$ cat src/sv/asfs_pkg.sv
package asfs_pkg;

  // Index and coordinate widths of the block.
  localparam int unsigned INDEX_BITS = 24;
  localparam int unsigned COORD_BITS = 14;

  // Fixed field widths of the channels.
  localparam int unsigned POS_W     = 14;
  localparam int unsigned TEX_W     = 16;
  localparam int unsigned IDX_OUT_W = 24;
  localparam int unsigned THR_W     = 60;

  // Datapath widths: edge differences, multiplier operands, squared norm.
  localparam int unsigned DIFF_W = POS_W + 1;
  localparam int unsigned MUL_W  = 2 * DIFF_W + 1;
  localparam int unsigned PROD_W = 2 * MUL_W;
  localparam int unsigned SQ_W   = THR_W;

  // Sequencer step numbers of the norm computation.
  localparam int unsigned STEP_W      = 4;
  localparam int unsigned STEP_DIFF   = 0;
  localparam int unsigned STEP_ISSUE0 = 1;
  localparam int unsigned STEP_ISSUE8 = 9;
  localparam int unsigned STEP_CONS0  = 2;
  localparam int unsigned STEP_CONS8  = 10;
  localparam int unsigned STEP_DECIDE = 11;

  // Result sequence lengths.
  localparam int unsigned RES_W          = 4;
  localparam int unsigned RES_SPLIT      = 10;
  localparam int unsigned RES_WHOLE      = 4;
  localparam int unsigned VERTS_SPLIT    = 6;
  localparam int unsigned VERTS_WHOLE    = 3;
  localparam int unsigned CORNER_LAST    = 2;

  localparam logic KIND_VERTEX = 1'b0;
  localparam logic KIND_FACE   = 1'b1;

  // Products formed by the shared multiplier, in issue order.
  typedef enum logic [3:0] {
    MUL_AY_BZ,
    MUL_AZ_BY,
    MUL_AZ_BX,
    MUL_AX_BZ,
    MUL_AX_BY,
    MUL_AY_BX,
    MUL_CX_CX,
    MUL_CY_CY,
    MUL_CZ_CZ
  } mul_op_e;

  typedef struct packed {
    logic signed [POS_W-1:0] x;
    logic signed [POS_W-1:0] y;
    logic signed [POS_W-1:0] z;
    logic [TEX_W-1:0]        u;
    logic [TEX_W-1:0]        v;
  } corner_t;

  // Commands from the controller to the datapath.
  typedef struct packed {
    logic             accept;
    logic [1:0]       slot;
    logic             clear_mesh;
    logic             diff;
    logic             issue;
    mul_op_e          issue_op;
    logic             consume;
    mul_op_e          consume_op;
    logic             decide;
    logic             emit;
    logic [RES_W-1:0] res_idx;
    logic             last;
  } asfs_cmd_t;

  // Status from the datapath to the controller.
  typedef struct packed {
    logic split;
    logic out_free;
  } asfs_status_t;

  typedef struct packed {
    logic [2:0] a;
    logic [2:0] b;
    logic [2:0] c;
  } face_ofs_t;

  // Vertex offsets of each face relative to the face's base index.
  function automatic face_ofs_t face_ofs(input logic split, input logic [1:0] face);
    face_ofs_t r;
    r = '{a: 3'd0, b: 3'd1, c: 3'd2};
    if (split) begin
      case (face)
        2'd0:    r = '{a: 3'd0, b: 3'd3, c: 3'd5};
        2'd1:    r = '{a: 3'd3, b: 3'd1, c: 3'd4};
        2'd2:    r = '{a: 3'd3, b: 3'd4, c: 3'd5};
        2'd3:    r = '{a: 3'd5, b: 3'd4, c: 3'd2};
        default: r = '{a: 3'd0, b: 3'd1, c: 3'd2};
      endcase
    end
    return r;
  endfunction

  // Keeps the low COORD_BITS of a coordinate and sign-extends from there.
  function automatic logic signed [POS_W-1:0] sext_coord(input logic [POS_W-1:0] raw);
    logic signed [COORD_BITS-1:0] t;
    t = raw[COORD_BITS-1:0];
    return POS_W'(t);
  endfunction

endpackage

$ cat src/sv/asfs_if.sv
interface asfs_in_if import asfs_pkg::*; ();
  logic                    valid;
  logic                    ready;
  logic                    start_mesh;
  logic signed [POS_W-1:0] pos_x;
  logic signed [POS_W-1:0] pos_y;
  logic signed [POS_W-1:0] pos_z;
  logic [TEX_W-1:0]        tex_u;
  logic [TEX_W-1:0]        tex_v;

  modport source (output valid, start_mesh, pos_x, pos_y, pos_z, tex_u, tex_v, input ready);
  modport sink   (input valid, start_mesh, pos_x, pos_y, pos_z, tex_u, tex_v, output ready);
endinterface

interface asfs_out_if import asfs_pkg::*; ();
  logic                    valid;
  logic                    ready;
  logic                    kind;
  logic signed [POS_W-1:0] out_x;
  logic signed [POS_W-1:0] out_y;
  logic signed [POS_W-1:0] out_z;
  logic [TEX_W-1:0]        out_u;
  logic [TEX_W-1:0]        out_v;
  logic [IDX_OUT_W-1:0]    corner_a;
  logic [IDX_OUT_W-1:0]    corner_b;
  logic [IDX_OUT_W-1:0]    corner_c;
  logic                    last;
  logic                    index_overflow;

  modport source (output valid, kind, out_x, out_y, out_z, out_u, out_v, corner_a, corner_b,
                  corner_c, last, index_overflow, input ready);
  modport sink   (input valid, kind, out_x, out_y, out_z, out_u, out_v, corner_a, corner_b,
                  corner_c, last, index_overflow, output ready);
endinterface

$ cat src/sv/asfs_ctrl.sv
module asfs_ctrl import asfs_pkg::*; (
  input  logic         clk_i,
  input  logic         rst_ni,
  input  logic         in_valid_i,
  input  logic         start_mesh_i,
  output logic         in_ready_o,
  input  asfs_status_t status_i,
  output asfs_cmd_t    cmd_o
);

  typedef enum logic [1:0] {
    ST_GATHER,
    ST_CALC,
    ST_EMIT
  } state_e;

  state_e            state_q, state_d;
  logic [1:0]        count_q, count_d;
  logic [STEP_W-1:0] step_q, step_d;
  logic [RES_W-1:0]  res_q, res_d;
  logic              accept;
  logic [1:0]        slot;
  logic [RES_W-1:0]  res_last;

  always_comb begin
    in_ready_o = (state_q == ST_GATHER);
    accept     = in_ready_o && in_valid_i;
    slot       = start_mesh_i ? 2'd0 : count_q;
    res_last   = status_i.split ? RES_W'(RES_SPLIT - 1) : RES_W'(RES_WHOLE - 1);

    cmd_o            = '0;
    cmd_o.accept     = accept;
    cmd_o.slot       = slot;
    cmd_o.clear_mesh = accept && start_mesh_i;
    cmd_o.diff       = (state_q == ST_CALC) && (step_q == STEP_W'(STEP_DIFF));
    cmd_o.issue      = (state_q == ST_CALC) && (step_q >= STEP_W'(STEP_ISSUE0))
                       && (step_q <= STEP_W'(STEP_ISSUE8));
    cmd_o.issue_op   = mul_op_e'(STEP_W'(step_q - STEP_W'(STEP_ISSUE0)));
    cmd_o.consume    = (state_q == ST_CALC) && (step_q >= STEP_W'(STEP_CONS0))
                       && (step_q <= STEP_W'(STEP_CONS8));
    cmd_o.consume_op = mul_op_e'(STEP_W'(step_q - STEP_W'(STEP_CONS0)));
    cmd_o.decide     = (state_q == ST_CALC) && (step_q == STEP_W'(STEP_DECIDE));
    cmd_o.emit       = (state_q == ST_EMIT) && status_i.out_free;
    cmd_o.res_idx    = res_q;
    cmd_o.last       = (res_q == res_last);

    state_d = state_q;
    count_d = count_q;
    step_d  = step_q;
    res_d   = res_q;
    case (state_q)
      ST_GATHER: begin
        if (accept) begin
          if (slot == 2'(CORNER_LAST)) begin
            count_d = 2'd0;
            step_d  = '0;
            state_d = ST_CALC;
          end else begin
            count_d = slot + 2'd1;
          end
        end
      end
      ST_CALC: begin
        step_d = step_q + STEP_W'(1);
        if (step_q == STEP_W'(STEP_DECIDE)) begin
          res_d   = '0;
          state_d = ST_EMIT;
        end
      end
      ST_EMIT: begin
        if (cmd_o.emit) begin
          res_d = res_q + RES_W'(1);
          if (cmd_o.last) begin
            state_d = ST_GATHER;
          end
        end
      end
      default: begin
        state_d = ST_GATHER;
      end
    endcase
  end

  always_ff @(posedge clk_i or negedge rst_ni) begin
    if (!rst_ni) begin
      state_q <= ST_GATHER;
      count_q <= 2'd0;
      step_q  <= '0;
      res_q   <= '0;
    end else begin
      state_q <= state_d;
      count_q <= count_d;
      step_q  <= step_d;
      res_q   <= res_d;
    end
  end

endmodule

$ cat src/sv/asfs_datapath.sv
module asfs_datapath import asfs_pkg::*; (
  input  logic                    clk_i,
  input  logic                    rst_ni,
  input  logic                    cfg_we_i,
  input  logic [THR_W-1:0]        cfg_wdata_i,
  input  logic [POS_W-1:0]        pos_x_i,
  input  logic [POS_W-1:0]        pos_y_i,
  input  logic [POS_W-1:0]        pos_z_i,
  input  logic [TEX_W-1:0]        tex_u_i,
  input  logic [TEX_W-1:0]        tex_v_i,
  input  asfs_cmd_t               cmd_i,
  output asfs_status_t            status_o,
  input  logic                    out_ready_i,
  output logic                    out_valid_o,
  output logic                    kind_o,
  output logic signed [POS_W-1:0] out_x_o,
  output logic signed [POS_W-1:0] out_y_o,
  output logic signed [POS_W-1:0] out_z_o,
  output logic [TEX_W-1:0]        out_u_o,
  output logic [TEX_W-1:0]        out_v_o,
  output logic [IDX_OUT_W-1:0]    corner_a_o,
  output logic [IDX_OUT_W-1:0]    corner_b_o,
  output logic [IDX_OUT_W-1:0]    corner_c_o,
  output logic                    last_o,
  output logic                    index_overflow_o
);

  corner_t                  corner_q [3];
  logic [THR_W-1:0]         thr_q;
  logic signed [DIFF_W-1:0] ax_q, ay_q, az_q, bx_q, by_q, bz_q;
  logic signed [MUL_W-1:0]  op_a, op_b;
  logic signed [PROD_W-1:0] prod_q;
  logic signed [MUL_W-1:0]  cx_q, cy_q, cz_q, cx_d, cy_d, cz_d;
  logic [SQ_W-1:0]          sq_q, sq_d;
  logic [INDEX_BITS-1:0]    cnt_q, base_q;
  logic [INDEX_BITS:0]      cnt_next;
  logic                     ovf_q, split_q;

  corner_t                  mid [3];
  corner_t                  vert;
  face_ofs_t                ofs;
  logic [1:0]               face;
  logic                     is_face;
  logic                     out_valid_q;
  logic                     out_free;

  // Midpoint of two signed coordinates, rounded toward minus infinity.
  function automatic logic signed [POS_W-1:0] mid_pos(input logic signed [POS_W-1:0] a,
                                                      input logic signed [POS_W-1:0] b);
    logic signed [POS_W:0] s;
    s = (POS_W+1)'(a) + (POS_W+1)'(b);
    return s[POS_W:1];
  endfunction

  function automatic logic [TEX_W-1:0] mid_tex(input logic [TEX_W-1:0] a,
                                               input logic [TEX_W-1:0] b);
    logic [TEX_W:0] s;
    s = (TEX_W+1)'(a) + (TEX_W+1)'(b);
    return s[TEX_W:1];
  endfunction

  function automatic corner_t mid_corner(input corner_t p, input corner_t q);
    corner_t r;
    r.x = mid_pos(p.x, q.x);
    r.y = mid_pos(p.y, q.y);
    r.z = mid_pos(p.z, q.z);
    r.u = mid_tex(p.u, q.u);
    r.v = mid_tex(p.v, q.v);
    return r;
  endfunction

  // Corner store and threshold register.
  always_ff @(posedge clk_i) begin
    if (cmd_i.accept) begin
      corner_q[cmd_i.slot] <= '{x: sext_coord(pos_x_i), y: sext_coord(pos_y_i),
                                z: sext_coord(pos_z_i), u: tex_u_i, v: tex_v_i};
    end
  end

  always_ff @(posedge clk_i or negedge rst_ni) begin
    if (!rst_ni) begin
      thr_q <= '0;
    end else if (cfg_we_i) begin
      thr_q <= cfg_wdata_i;
    end
  end

  // Edge vectors around the second corner.
  always_ff @(posedge clk_i) begin
    if (cmd_i.diff) begin
      ax_q <= DIFF_W'(corner_q[0].x) - DIFF_W'(corner_q[1].x);
      ay_q <= DIFF_W'(corner_q[0].y) - DIFF_W'(corner_q[1].y);
      az_q <= DIFF_W'(corner_q[0].z) - DIFF_W'(corner_q[1].z);
      bx_q <= DIFF_W'(corner_q[2].x) - DIFF_W'(corner_q[1].x);
      by_q <= DIFF_W'(corner_q[2].y) - DIFF_W'(corner_q[1].y);
      bz_q <= DIFF_W'(corner_q[2].z) - DIFF_W'(corner_q[1].z);
    end
  end

  // Shared multiplier: one product issued per step, registered and then accumulated.
  always_comb begin
    case (cmd_i.issue_op)
      MUL_AY_BZ: begin op_a = MUL_W'(ay_q); op_b = MUL_W'(bz_q); end
      MUL_AZ_BY: begin op_a = MUL_W'(az_q); op_b = MUL_W'(by_q); end
      MUL_AZ_BX: begin op_a = MUL_W'(az_q); op_b = MUL_W'(bx_q); end
      MUL_AX_BZ: begin op_a = MUL_W'(ax_q); op_b = MUL_W'(bz_q); end
      MUL_AX_BY: begin op_a = MUL_W'(ax_q); op_b = MUL_W'(by_q); end
      MUL_AY_BX: begin op_a = MUL_W'(ay_q); op_b = MUL_W'(bx_q); end
      MUL_CX_CX: begin op_a = cx_q; op_b = cx_q; end
      MUL_CY_CY: begin op_a = cy_q; op_b = cy_q; end
      MUL_CZ_CZ: begin op_a = cz_q; op_b = cz_q; end
      default:   begin op_a = '0; op_b = '0; end
    endcase
  end

  always_comb begin
    cx_d = cx_q;
    cy_d = cy_q;
    cz_d = cz_q;
    sq_d = sq_q;
    case (cmd_i.consume_op)
      MUL_AY_BZ: cx_d = MUL_W'(prod_q);
      MUL_AZ_BY: cx_d = cx_q - MUL_W'(prod_q);
      MUL_AZ_BX: cy_d = MUL_W'(prod_q);
      MUL_AX_BZ: cy_d = cy_q - MUL_W'(prod_q);
      MUL_AX_BY: cz_d = MUL_W'(prod_q);
      MUL_AY_BX: cz_d = cz_q - MUL_W'(prod_q);
      MUL_CX_CX: sq_d = SQ_W'(prod_q);
      MUL_CY_CY: sq_d = sq_q + SQ_W'(prod_q);
      MUL_CZ_CZ: sq_d = sq_q + SQ_W'(prod_q);
      default:   sq_d = sq_q;
    endcase
  end

  always_ff @(posedge clk_i) begin
    if (cmd_i.issue) begin
      prod_q <= op_a * op_b;
    end
    if (cmd_i.consume) begin
      cx_q <= cx_d;
      cy_q <= cy_d;
      cz_q <= cz_d;
      sq_q <= sq_d;
    end
  end

  // Split decision and vertex counter.
  always_comb begin
    cnt_next = (INDEX_BITS+1)'(cnt_q)
             + ((sq_q >= thr_q) ? (INDEX_BITS+1)'(VERTS_SPLIT) : (INDEX_BITS+1)'(VERTS_WHOLE));
  end

  always_ff @(posedge clk_i or negedge rst_ni) begin
    if (!rst_ni) begin
      cnt_q   <= '0;
      ovf_q   <= 1'b0;
      split_q <= 1'b0;
    end else if (cmd_i.clear_mesh) begin
      cnt_q <= '0;
      ovf_q <= 1'b0;
    end else if (cmd_i.decide) begin
      cnt_q   <= cnt_next[INDEX_BITS-1:0];
      ovf_q   <= ovf_q | cnt_next[INDEX_BITS];
      split_q <= (sq_q >= thr_q);
    end
  end

  always_ff @(posedge clk_i) begin
    if (cmd_i.decide) begin
      base_q <= cnt_q;
    end
  end

  // Result formation.
  always_comb begin
    mid[0] = mid_corner(corner_q[0], corner_q[1]);
    mid[1] = mid_corner(corner_q[1], corner_q[2]);
    mid[2] = mid_corner(corner_q[2], corner_q[0]);

    case (cmd_i.res_idx[2:0])
      3'd0:    vert = corner_q[0];
      3'd1:    vert = corner_q[1];
      3'd2:    vert = corner_q[2];
      3'd3:    vert = mid[0];
      3'd4:    vert = mid[1];
      3'd5:    vert = mid[2];
      default: vert = '0;
    endcase

    if (split_q) begin
      is_face = (cmd_i.res_idx >= RES_W'(VERTS_SPLIT));
      face    = 2'(cmd_i.res_idx - RES_W'(VERTS_SPLIT));
    end else begin
      is_face = (cmd_i.res_idx >= RES_W'(VERTS_WHOLE));
      face    = 2'd0;
    end
    ofs = face_ofs(split_q, face);
  end

  assign out_free = !out_valid_q || out_ready_i;

  always_ff @(posedge clk_i or negedge rst_ni) begin
    if (!rst_ni) begin
      out_valid_q <= 1'b0;
    end else if (cmd_i.emit) begin
      out_valid_q <= 1'b1;
    end else if (out_ready_i) begin
      out_valid_q <= 1'b0;
    end
  end

  always_ff @(posedge clk_i) begin
    if (cmd_i.emit) begin
      last_o           <= cmd_i.last;
      index_overflow_o <= ovf_q;
      if (is_face) begin
        kind_o     <= KIND_FACE;
        out_x_o    <= '0;
        out_y_o    <= '0;
        out_z_o    <= '0;
        out_u_o    <= '0;
        out_v_o    <= '0;
        corner_a_o <= IDX_OUT_W'(INDEX_BITS'(base_q + INDEX_BITS'(ofs.a)));
        corner_b_o <= IDX_OUT_W'(INDEX_BITS'(base_q + INDEX_BITS'(ofs.b)));
        corner_c_o <= IDX_OUT_W'(INDEX_BITS'(base_q + INDEX_BITS'(ofs.c)));
      end else begin
        kind_o     <= KIND_VERTEX;
        out_x_o    <= vert.x;
        out_y_o    <= vert.y;
        out_z_o    <= vert.z;
        out_u_o    <= vert.u;
        out_v_o    <= vert.v;
        corner_a_o <= '0;
        corner_b_o <= '0;
        corner_c_o <= '0;
      end
    end
  end

  assign out_valid_o       = out_valid_q;
  assign status_o.split    = split_q;
  assign status_o.out_free = out_free;

endmodule

$ cat src/sv/area_selective_face_subdivision.sv
// The first and second corner of a face are each taken in the gather state and give no result.
// The third corner starts the norm computation, run on one shared multiplier (nine products),
// before its first result registers; then one result per cycle, 4 or 10 of them, at full ready.
// New corners are taken only after the last result of the current face has gone to the output register.
// Reset (async, active low) clears the threshold, corner count, vertex counter and overflow flag.
module area_selective_face_subdivision import asfs_pkg::*; (
  input  logic             clk_i,
  input  logic             rst_ni,
  input  logic             cfg_we_i,
  input  logic [THR_W-1:0] cfg_wdata_i,
  asfs_in_if.sink          in_ch,
  asfs_out_if.source       out_ch
);

  // The controller sequences corner gathering, the cross-product norm steps
  // and the result stream; the datapath holds the corners, the multiplier,
  // the vertex counter and the output register. The output register lets a
  // new corner transfer while the last result of a face is still waiting.

  asfs_cmd_t    cmd;
  asfs_status_t status;

  asfs_ctrl u_ctrl (
    .clk_i        (clk_i),
    .rst_ni       (rst_ni),
    .in_valid_i   (in_ch.valid),
    .start_mesh_i (in_ch.start_mesh),
    .in_ready_o   (in_ch.ready),
    .status_i     (status),
    .cmd_o        (cmd)
  );

  // Face records carry indices from the running vertex counter; the overflow
  // flag on each result already includes any wrap caused by its own face.
  asfs_datapath u_datapath (
    .clk_i            (clk_i),
    .rst_ni           (rst_ni),
    .cfg_we_i         (cfg_we_i),
    .cfg_wdata_i      (cfg_wdata_i),
    .pos_x_i          (in_ch.pos_x),
    .pos_y_i          (in_ch.pos_y),
    .pos_z_i          (in_ch.pos_z),
    .tex_u_i          (in_ch.tex_u),
    .tex_v_i          (in_ch.tex_v),
    .cmd_i            (cmd),
    .status_o         (status),
    .out_ready_i      (out_ch.ready),
    .out_valid_o      (out_ch.valid),
    .kind_o           (out_ch.kind),
    .out_x_o          (out_ch.out_x),
    .out_y_o          (out_ch.out_y),
    .out_z_o          (out_ch.out_z),
    .out_u_o          (out_ch.out_u),
    .out_v_o          (out_ch.out_v),
    .corner_a_o       (out_ch.corner_a),
    .corner_b_o       (out_ch.corner_b),
    .corner_c_o       (out_ch.corner_c),
    .last_o           (out_ch.last),
    .index_overflow_o (out_ch.index_overflow)
  );

endmodule
$ cat src/flat_wrapper.sv
// flat-port wrapper written by rule: the top's interface ports become plain ports
module area_selective_face_subdivision_flat import asfs_pkg::*;
  (clk_i, rst_ni, cfg_we_i, cfg_wdata_i, in_ch_valid, in_ch_start_mesh, in_ch_pos_x, in_ch_pos_y, in_ch_pos_z, in_ch_tex_u, in_ch_tex_v, in_ch_ready, out_ch_valid, out_ch_kind, out_ch_out_x, out_ch_out_y, out_ch_out_z, out_ch_out_u, out_ch_out_v, out_ch_corner_a, out_ch_corner_b, out_ch_corner_c, out_ch_last, out_ch_index_overflow, out_ch_ready);
  asfs_in_if in_ch_i ();
  asfs_out_if out_ch_i ();
  input  logic clk_i;
  input  logic rst_ni;
  input  logic cfg_we_i;
  input  logic [THR_W-1:0] cfg_wdata_i;
  input wire logic [$bits(in_ch_i.valid)-1:0] in_ch_valid;
  input wire logic [$bits(in_ch_i.start_mesh)-1:0] in_ch_start_mesh;
  input wire logic [$bits(in_ch_i.pos_x)-1:0] in_ch_pos_x;
  input wire logic [$bits(in_ch_i.pos_y)-1:0] in_ch_pos_y;
  input wire logic [$bits(in_ch_i.pos_z)-1:0] in_ch_pos_z;
  input wire logic [$bits(in_ch_i.tex_u)-1:0] in_ch_tex_u;
  input wire logic [$bits(in_ch_i.tex_v)-1:0] in_ch_tex_v;
  output wire logic [$bits(in_ch_i.ready)-1:0] in_ch_ready;
  output wire logic [$bits(out_ch_i.valid)-1:0] out_ch_valid;
  output wire logic [$bits(out_ch_i.kind)-1:0] out_ch_kind;
  output wire logic [$bits(out_ch_i.out_x)-1:0] out_ch_out_x;
  output wire logic [$bits(out_ch_i.out_y)-1:0] out_ch_out_y;
  output wire logic [$bits(out_ch_i.out_z)-1:0] out_ch_out_z;
  output wire logic [$bits(out_ch_i.out_u)-1:0] out_ch_out_u;
  output wire logic [$bits(out_ch_i.out_v)-1:0] out_ch_out_v;
  output wire logic [$bits(out_ch_i.corner_a)-1:0] out_ch_corner_a;
  output wire logic [$bits(out_ch_i.corner_b)-1:0] out_ch_corner_b;
  output wire logic [$bits(out_ch_i.corner_c)-1:0] out_ch_corner_c;
  output wire logic [$bits(out_ch_i.last)-1:0] out_ch_last;
  output wire logic [$bits(out_ch_i.index_overflow)-1:0] out_ch_index_overflow;
  input wire logic [$bits(out_ch_i.ready)-1:0] out_ch_ready;
  assign in_ch_i.valid = in_ch_valid;
  assign in_ch_i.start_mesh = in_ch_start_mesh;
  assign in_ch_i.pos_x = in_ch_pos_x;
  assign in_ch_i.pos_y = in_ch_pos_y;
  assign in_ch_i.pos_z = in_ch_pos_z;
  assign in_ch_i.tex_u = in_ch_tex_u;
  assign in_ch_i.tex_v = in_ch_tex_v;
  assign in_ch_ready = in_ch_i.ready;
  assign out_ch_valid = out_ch_i.valid;
  assign out_ch_kind = out_ch_i.kind;
  assign out_ch_out_x = out_ch_i.out_x;
  assign out_ch_out_y = out_ch_i.out_y;
  assign out_ch_out_z = out_ch_i.out_z;
  assign out_ch_out_u = out_ch_i.out_u;
  assign out_ch_out_v = out_ch_i.out_v;
  assign out_ch_corner_a = out_ch_i.corner_a;
  assign out_ch_corner_b = out_ch_i.corner_b;
  assign out_ch_corner_c = out_ch_i.corner_c;
  assign out_ch_last = out_ch_i.last;
  assign out_ch_index_overflow = out_ch_i.index_overflow;
  assign out_ch_i.ready = out_ch_ready;
  area_selective_face_subdivision u_core (.clk_i(clk_i), .rst_ni(rst_ni), .cfg_we_i(cfg_we_i), .cfg_wdata_i(cfg_wdata_i), .in_ch(in_ch_i), .out_ch(out_ch_i));
endmodule
$ cat config.mk
export PLATFORM = sky130hd
export DESIGN_NAME = area_selective_face_subdivision_flat
export DESIGN_NICKNAME = d
export VERILOG_FILES = /design/src/sv/asfs_pkg.sv /design/src/sv/asfs_if.sv /design/src/sv/asfs_ctrl.sv /design/src/sv/asfs_datapath.sv /design/src/sv/area_selective_face_subdivision.sv /design/src/flat_wrapper.sv
export SDC_FILE = /design/constraint.sdc
export NUM_CORES = 2
export LEC_CHECK = 0
export BUFFER_PORTS_ARGS = -buffer_cell sky130_fd_sc_hd__buf_2
export CELL_PAD_IN_SITES_DETAIL_PLACEMENT = 1
export CELL_PAD_IN_SITES_GLOBAL_PLACEMENT = 1
export CORE_MARGIN = 2
export CORE_UTILIZATION = 55
export DETAILED_ROUTE_END_ITERATION = 6
export HOLD_SLACK_MARGIN = 0.03
export PLACE_DENSITY = 0.93
export SLEW_MARGIN = 40
export SYNTH_ARGS = -nofsm -noshare
export SYNTH_HDL_FRONTEND = slang
export SYNTH_SLANG_ARGS = --single-unit
$ cat constraint.sdc
create_clock -name clk_i -period 22 [get_ports clk_i]
set_input_delay 4.4 -clock clk_i [delete_from_list [all_inputs] [get_ports clk_i]]
set_output_delay 4.4 -clock clk_i [all_outputs]
set_load 0.03 [all_outputs]
Word-level counts from Yosys, hierarchy flattened --
Memory sizes are Yosys's and may differ from the RTL's. Cells that the tools add are included. W data, S select, Z words.
Storage, ports and cells: flip-flop bits (word level) 575, memory bits (writable) 222, output and inout port bits 151, word-level logic and storage cells 189, memories 1
Memory list:
- u_core.u_datapath.corner_q | depth 3, bits a word 74, read ports 3, clocked after Yosys merged registers in 0, write ports 1, line asfs_datapath.sv:28 | corner_t corner_q [3];
Operators by class: $add $sub $neg 35, $mul 1, $lt $le $gt $ge 7, equality and inequality tests 34, muxes and demuxes 36, bitwise gates (word level) 2, reduce and logical (&&, ||, !) cells 41
Operators by type and width (number):
- $pmux W74 S6 | 1
- $pmux W31 S6 | 2
- $pmux W31 S2 | 3
- $add A14 B14 Y15 | 9
- $pmux W60 S2 | 1
- $add A16 B16 Y17 | 6
- $sub A31 B31 Y31 | 3
- $sub A14 B14 Y15 | 6
- $add A24 B3 Y24 | 3
- $add A60 B60 Y60 | 1
- $ge A60 B60 Y1 | 1
- $mul A31 B31 Y60 | 1
- $mux W24 | 2
- $pmux W9 S4 | 1
- $eq A4 B3 Y1 const B | 8
- $add A24 B3 Y25 | 1
- $mux W4 | 5
- $eq A4 B2 Y1 const B | 4
- $mux W2 | 8
- $pmux W4 S2 | 2
- $reduce_bool A2 Y1 | 8
- $reduce_or A2 Y1 | 7
- $eq A4 B4 Y1 const B | 3
- $logic_not A4 Y1 | 3
- 32 further kinds | 67

Logic depth before layout (Yosys ltp) --
depth after elaboration 6, mapped depth 42, gate-level depth less buffers 37

Cells and area by module --
From an unflattened synthesis, not the netlist that was laid out.
Second synthesis, totals: cells, all modules 8867, area, all modules 84732.5 um2
By module, submodules not included:
- asfs_datapath | times used 1, cells an instance 8773, area an instance 83857.9 um2, seq. area each 23137.2 um2
- asfs_ctrl | times used 1, cells an instance 94, area an instance 874.6 um2, seq. area each 300.3 um2

Worst setup path after synthesis --
OpenSTA, ideal clock, no wires.
path type in2reg, from input port in_ch_valid, to memory u_core.u_datapath.corner_q[1][0] (netlist name), enable pin, setup time 0.718 ns, data arrival time 12.208 ns, required time 21.282 ns, slack 9.075 ns, stages on the path 2, buffers on the path 0, cells stage by stage nand2_1 > nor4b_1
On the way: longest elaborated chain between the ends 3
RTL lines:
- start: declaration | line flat_wrapper.sv:10 | input wire logic [$bits(in_ch_i.valid)-1:0] in_ch_valid;
- $logic_and A1 B1 Y1 | line asfs_ctrl.sv:27 | accept = in_ready_o && in_valid_i;
- $mux W1 | line asfs_datapath.sv:74 | if (cmd_i.accept) begin
- $mux W1 (not written as such) | line asfs_datapath.sv:75 | corner_q[cmd_i.slot] <= '{x: sext_coord(pos_x_i), y: sext_coord(pos_y_i),
- end: declaration | line asfs_datapath.sv:28
No other way between the ends.

Final worst setup path --
from register u_core.u_ctrl.step_q[2], to register u_core.u_datapath.prod_q[56] (data pin)
On the way: longest elaborated chain between the ends 5, elaborated cells between the ends (all ways) 19, classes of those cells add/sub (1); mul (1); eq/ne (8); mux (2); reduce/logical (7)
RTL lines:
- start: declaration | line asfs_ctrl.sv:19 | logic [STEP_W-1:0] step_q, step_d;
- start signal: assignment | line asfs_ctrl.sv:93 | step_q <= step_d;
- $sub A4 B1 Y4 (*) | line asfs_ctrl.sv:38 | cmd_o.issue_op = mul_op_e'(STEP_W'(step_q - STEP_W'(STEP_ISSUE0)));
- $eq A4 B3 Y1 (tied with other cells) | line asfs_datapath.sv:102 | case (cmd_i.issue_op)
- $reduce_or A2 Y1 (no source line)
- $pmux W31 S6 | line asfs_datapath.sv:102
- $mul A31 B31 Y60 (*) | line asfs_datapath.sv:137 | prod_q <= op_a * op_b;
- end signal: assignment | line asfs_datapath.sv:137
- end: declaration | line asfs_datapath.sv:32 | logic signed [PROD_W-1:0] prod_q;
Every way passes the cells marked *; elsewhere a longest branch is shown, timed or not. A chain may end at the register's enable or synchronous reset.

==> results.toml <==
[sta]
period_minus_slack_ns = 12.55
fin_worst_skew_ns = 0.1272
finalSetupViolations = 0
grt_setup_unrepaired = "false"
maxSlewViolCount = 0
tightest_slew_ns = 0.9657
fmax_mhz = 79.70
min_period_over_period_pct = 57.03
hold_viol_final = 0
setup-tns-final_ns = 0
relSlewSlack_pct = 35.62

[worst_setup_path]
critical_path.most_common_cell = "fa_1"
crit_slowest_cell = "a22oi_1"
r2r_slack_ns = 9.45
required_ns = 22.47
cp-start-kind = "flip-flop"
arrival_ns = 13.02
cp-end-kind = "flip-flop"
ff2ff_path_depth = 38
r2r_end = "u_core.u_datapath.prod_q[56]$_DFFE_PP_"
max_stage_delay_ns = 0.75
crit_type = "reg2reg"
reg2reg_from = "u_core.u_ctrl.step_q[2]$_DFFE_PN0P_"
crit_fanout = 31

[placement]
gp_congestion = 1.009
place_area_um2 = 87990
hpwl_um = 243800
portBuffers = 290

[detailed_routing]
drtPass1Iterations = 7
via_per_inst = 6.742
antenna_left = 0
wl_um = 343300
drc = 26
vias = 74599
wl_per_cell_um = 31.03
drt_first_iter_violations = 9069

[logic_synthesis]
synth_edf_count = 698
syn_area_per_cell_um2 = 9.576
seq_area_frac_synth_pct = 27.85
ys.flop_type = "edfxtp_1"
syn_area_um2 = 84170
synth.distinct_cells = 87
ys_ff_latch = 797
ys.warnings.count = 0
asyncSetResetFlopFracSynth_pct = 12.42
syn_nets = 10595
synth_cells = 8790

[global_route]
grt_use_met1_pct = 48.37
first_global_vias = 83447
grt_overflow = 0
busiest_layer = "met2"
met2_usage_pct = 68.53
grt_max_degree = 120
grt_pass1_wl_um = 513400
antenna_found_initial = 39
met3_usage_pct = 14.37
grt.total_usage_pct = 43.53

[worst_hold_path]
hold_end = "u_core.u_datapath.base_q[2]$_DFFE_PP_"
worstHoldStart = "u_core.u_datapath.cnt_q[2]$_DFFE_PN0P_"
whs_path_depth = 0
min_path_type = "reg2reg"

[final_layout]
fin_util_pct = 59.97
drive_above_1_share_pct = 8.479
area_delta_synth_final_pct = 8.225
final_area_um2 = 91090
nNetsFinal = 10744
fillers = 16856

[floorplan]
io_pins = 291
initial_core_util_pct = 55.41
die_w_um = 395.2
fp-row-count = 143
core_um2 = 151900
die_area_um2 = 156200
die_h_um = 395.2

[clock_tree]
ctsHoldBuffers = 0
clkSinkCount = 797
cts-root-buf = "clkbuf_16"
clk_path_buf_depth = 3
postCtsSetupBuffers = 0
cts_tree = "done"
cts_resized = 0
clock_latency_ns = 0.82
clk_pin_slew_worst_paths_ns = 0.06
h-tree-depth = 3
cts_buffers = 88

[outcome]
outcome = "finished with violations"
violations = "design-rule violations"

[run]
maxCapViolCount = 0
registers in the layout (all words and copies together), names as in the netlist, 31 cells and up:
| register | flops |
|---|---|
| u_core.u_datapath.corner_q | 222 |
| u_core.u_datapath.prod_q | 60 |
| u_core.u_datapath.cz_q | 31 |
| u_core.u_datapath.cx_q | 31 |
| u_core.u_datapath.sq_q | 60 |
| u_core.u_datapath.thr_q | 60 |
| u_core.u_datapath.cy_q | 31 |
worst max-delay path by stage:
| stage | to | startpoint | depth (start not counted) | slack [ns] |
|---|---|---|---|---|
| after detailed placement | u_core.u_datapath.prod_q[56]$_DFFE_PP_ | u_core.u_ctrl.step_q[2]$_DFFE_PN0P_ | 35 | 10.18 |
| after global placement | u_core.u_datapath.prod_q[56]$_DFFE_PP_ | u_core.u_ctrl.step_q[2]$_DFFE_PN0P_ | 37 | 10.59 |
| after global routing | u_core.u_datapath.prod_q[56]$_DFFE_PP_ | u_core.u_ctrl.step_q[2]$_DFFE_PN0P_ | 38 | 9.34 |
| final | u_core.u_datapath.prod_q[56]$_DFFE_PP_ | u_core.u_ctrl.step_q[2]$_DFFE_PN0P_ | 38 | 9.45 |
| after CTS | u_core.u_datapath.prod_q[56]$_DFFE_PP_ | u_core.u_ctrl.step_q[2]$_DFFE_PN0P_ | 33 | 10.09 |
| after floorplan | u_core.u_datapath.corner_q[1][0]$_DFFE_PP_ | in_ch_valid | 2 | 9.07 |
critical path: cells and delay by family, from the launching register on:
kind,cells,cell delay [ns]
buf+inv,9,1.26
xor+xnor,1,0.54
simple gates,8,1.51
flops,1,0.65
fa+ha+maj,10,5.00
compound gates,10,3.29
through the flow:
step                setup WS, ns  hold WS, ns  cells
global placement           10.59       0.4543  10862
detailed placement         10.18       0.4700  10870
finish                     9.452       0.4999  11065
CTS                        10.09       0.4988  11032
floorplan                  9.075       0.4258   8790
global route               9.336       0.5122  11048
Yosys cell counts (14+ instances only):
cell      count  area [um^2]
o21a_1       53        397.9
a31oi_1      63        394.1
inv_1      1366         5127
nand2_1    1028         3859
nand4_1      41        256.5
o21bai_1     51        382.9
a211o_1      19        166.4
edfxtp_1    698        20960
a21o_1      169         1269
or2_2        22        137.6
mux2_2       77        867.1
a211oi_1     44        330.3
a221oi_1     28        245.2
nor3_1       74        370.4
o31ai_1      29        217.7
a22oi_1      68        510.5
nor2b_1      71        444.2
nand2b_1     64        400.4
or3_1        61        381.6
and3_1       52        325.3
a21boi_0     54        405.4
buf_1        27        101.4
a311oi_1     14        122.6
ha_1        644         8058
a222oi_1     34        340.3
nor3b_1      16        120.1
o311ai_0     14        122.6
a21oi_1     411         2057
xnor2_1     217         1901
dfrtp_1      99         2477
nor2_1      855         3209
a22o_1       52        455.4
o21ai_0     392         1962
fa_1       1021        20440
xor2_1      141         1235
buf_2        20        100.1
o211ai_1     19        142.6
clkbuf_1    315         1182
nand3_1     102        510.5
and2_1       63        394.1
cells in the final DEF, fill, tap and decap left out, types with 66 or more instances in the layout:
cell type | synthesis | layout
xor2_1 | 141 | 141
dfrtp_1 | 99 | 99
nand2_1 | 1028 | 1023
edfxtp_1 | 698 | 698
o21ai_0 | 392 | 391
nor2_1 | 855 | 849
inv_1 | 1366 | 1366
nor2b_1 | 71 | 66
mux2_2 | 77 | 77
xnor2_1 | 217 | 217
a22oi_1 | 68 | 68
nand3_1 | 102 | 98
nor3_1 | 74 | 71
buf_2 | 20 | 294
fa_1 | 1021 | 1021
ha_1 | 644 | 643
buf_4 | 0 | 108
a21o_1 | 169 | 169
clkbuf_16 | 0 | 91
a21oi_1 | 411 | 404
cell type report:
cell class | count | area, um^2 | area share, %
antenna | 24 | 60.06 | 0.06593
sequential | 797 | 23440 | 25.73
tap | 2030 | 2540 | 2.788
inverter | 1367 | 5131 | 5.633
multi-input combinational | 6264 | 54540 | 59.87
timing repair buffer | 421 | 2464 | 2.705
clock buffer | 120 | 2476 | 2.718
clock inverter | 42 | 446.7 | 0.4904
cells by family after synthesis:
group | count (synthesis) | share of synthesized area (%)
compound gates | 1653 | 12.80
mux | 86 | 1.137
buf+inv | 1729 | 7.740
xor+xnor | 359 | 3.745
fa+ha+maj | 1665 | 33.86
simple gates | 2501 | 12.87
flops | 797 | 27.85
layer usage:
metal | vias up | routed length, um
met4 | 34 | 32610
met1 | 36877 | 112800
li1 | 29438 | -
met3 | 2251 | 41690
met2 | 5999 | 155900
met5 | - | 310
Power is left out: the tool's default activity adds up to more than one toggle a clock period on the data nets, which glitch-free logic cannot reach.
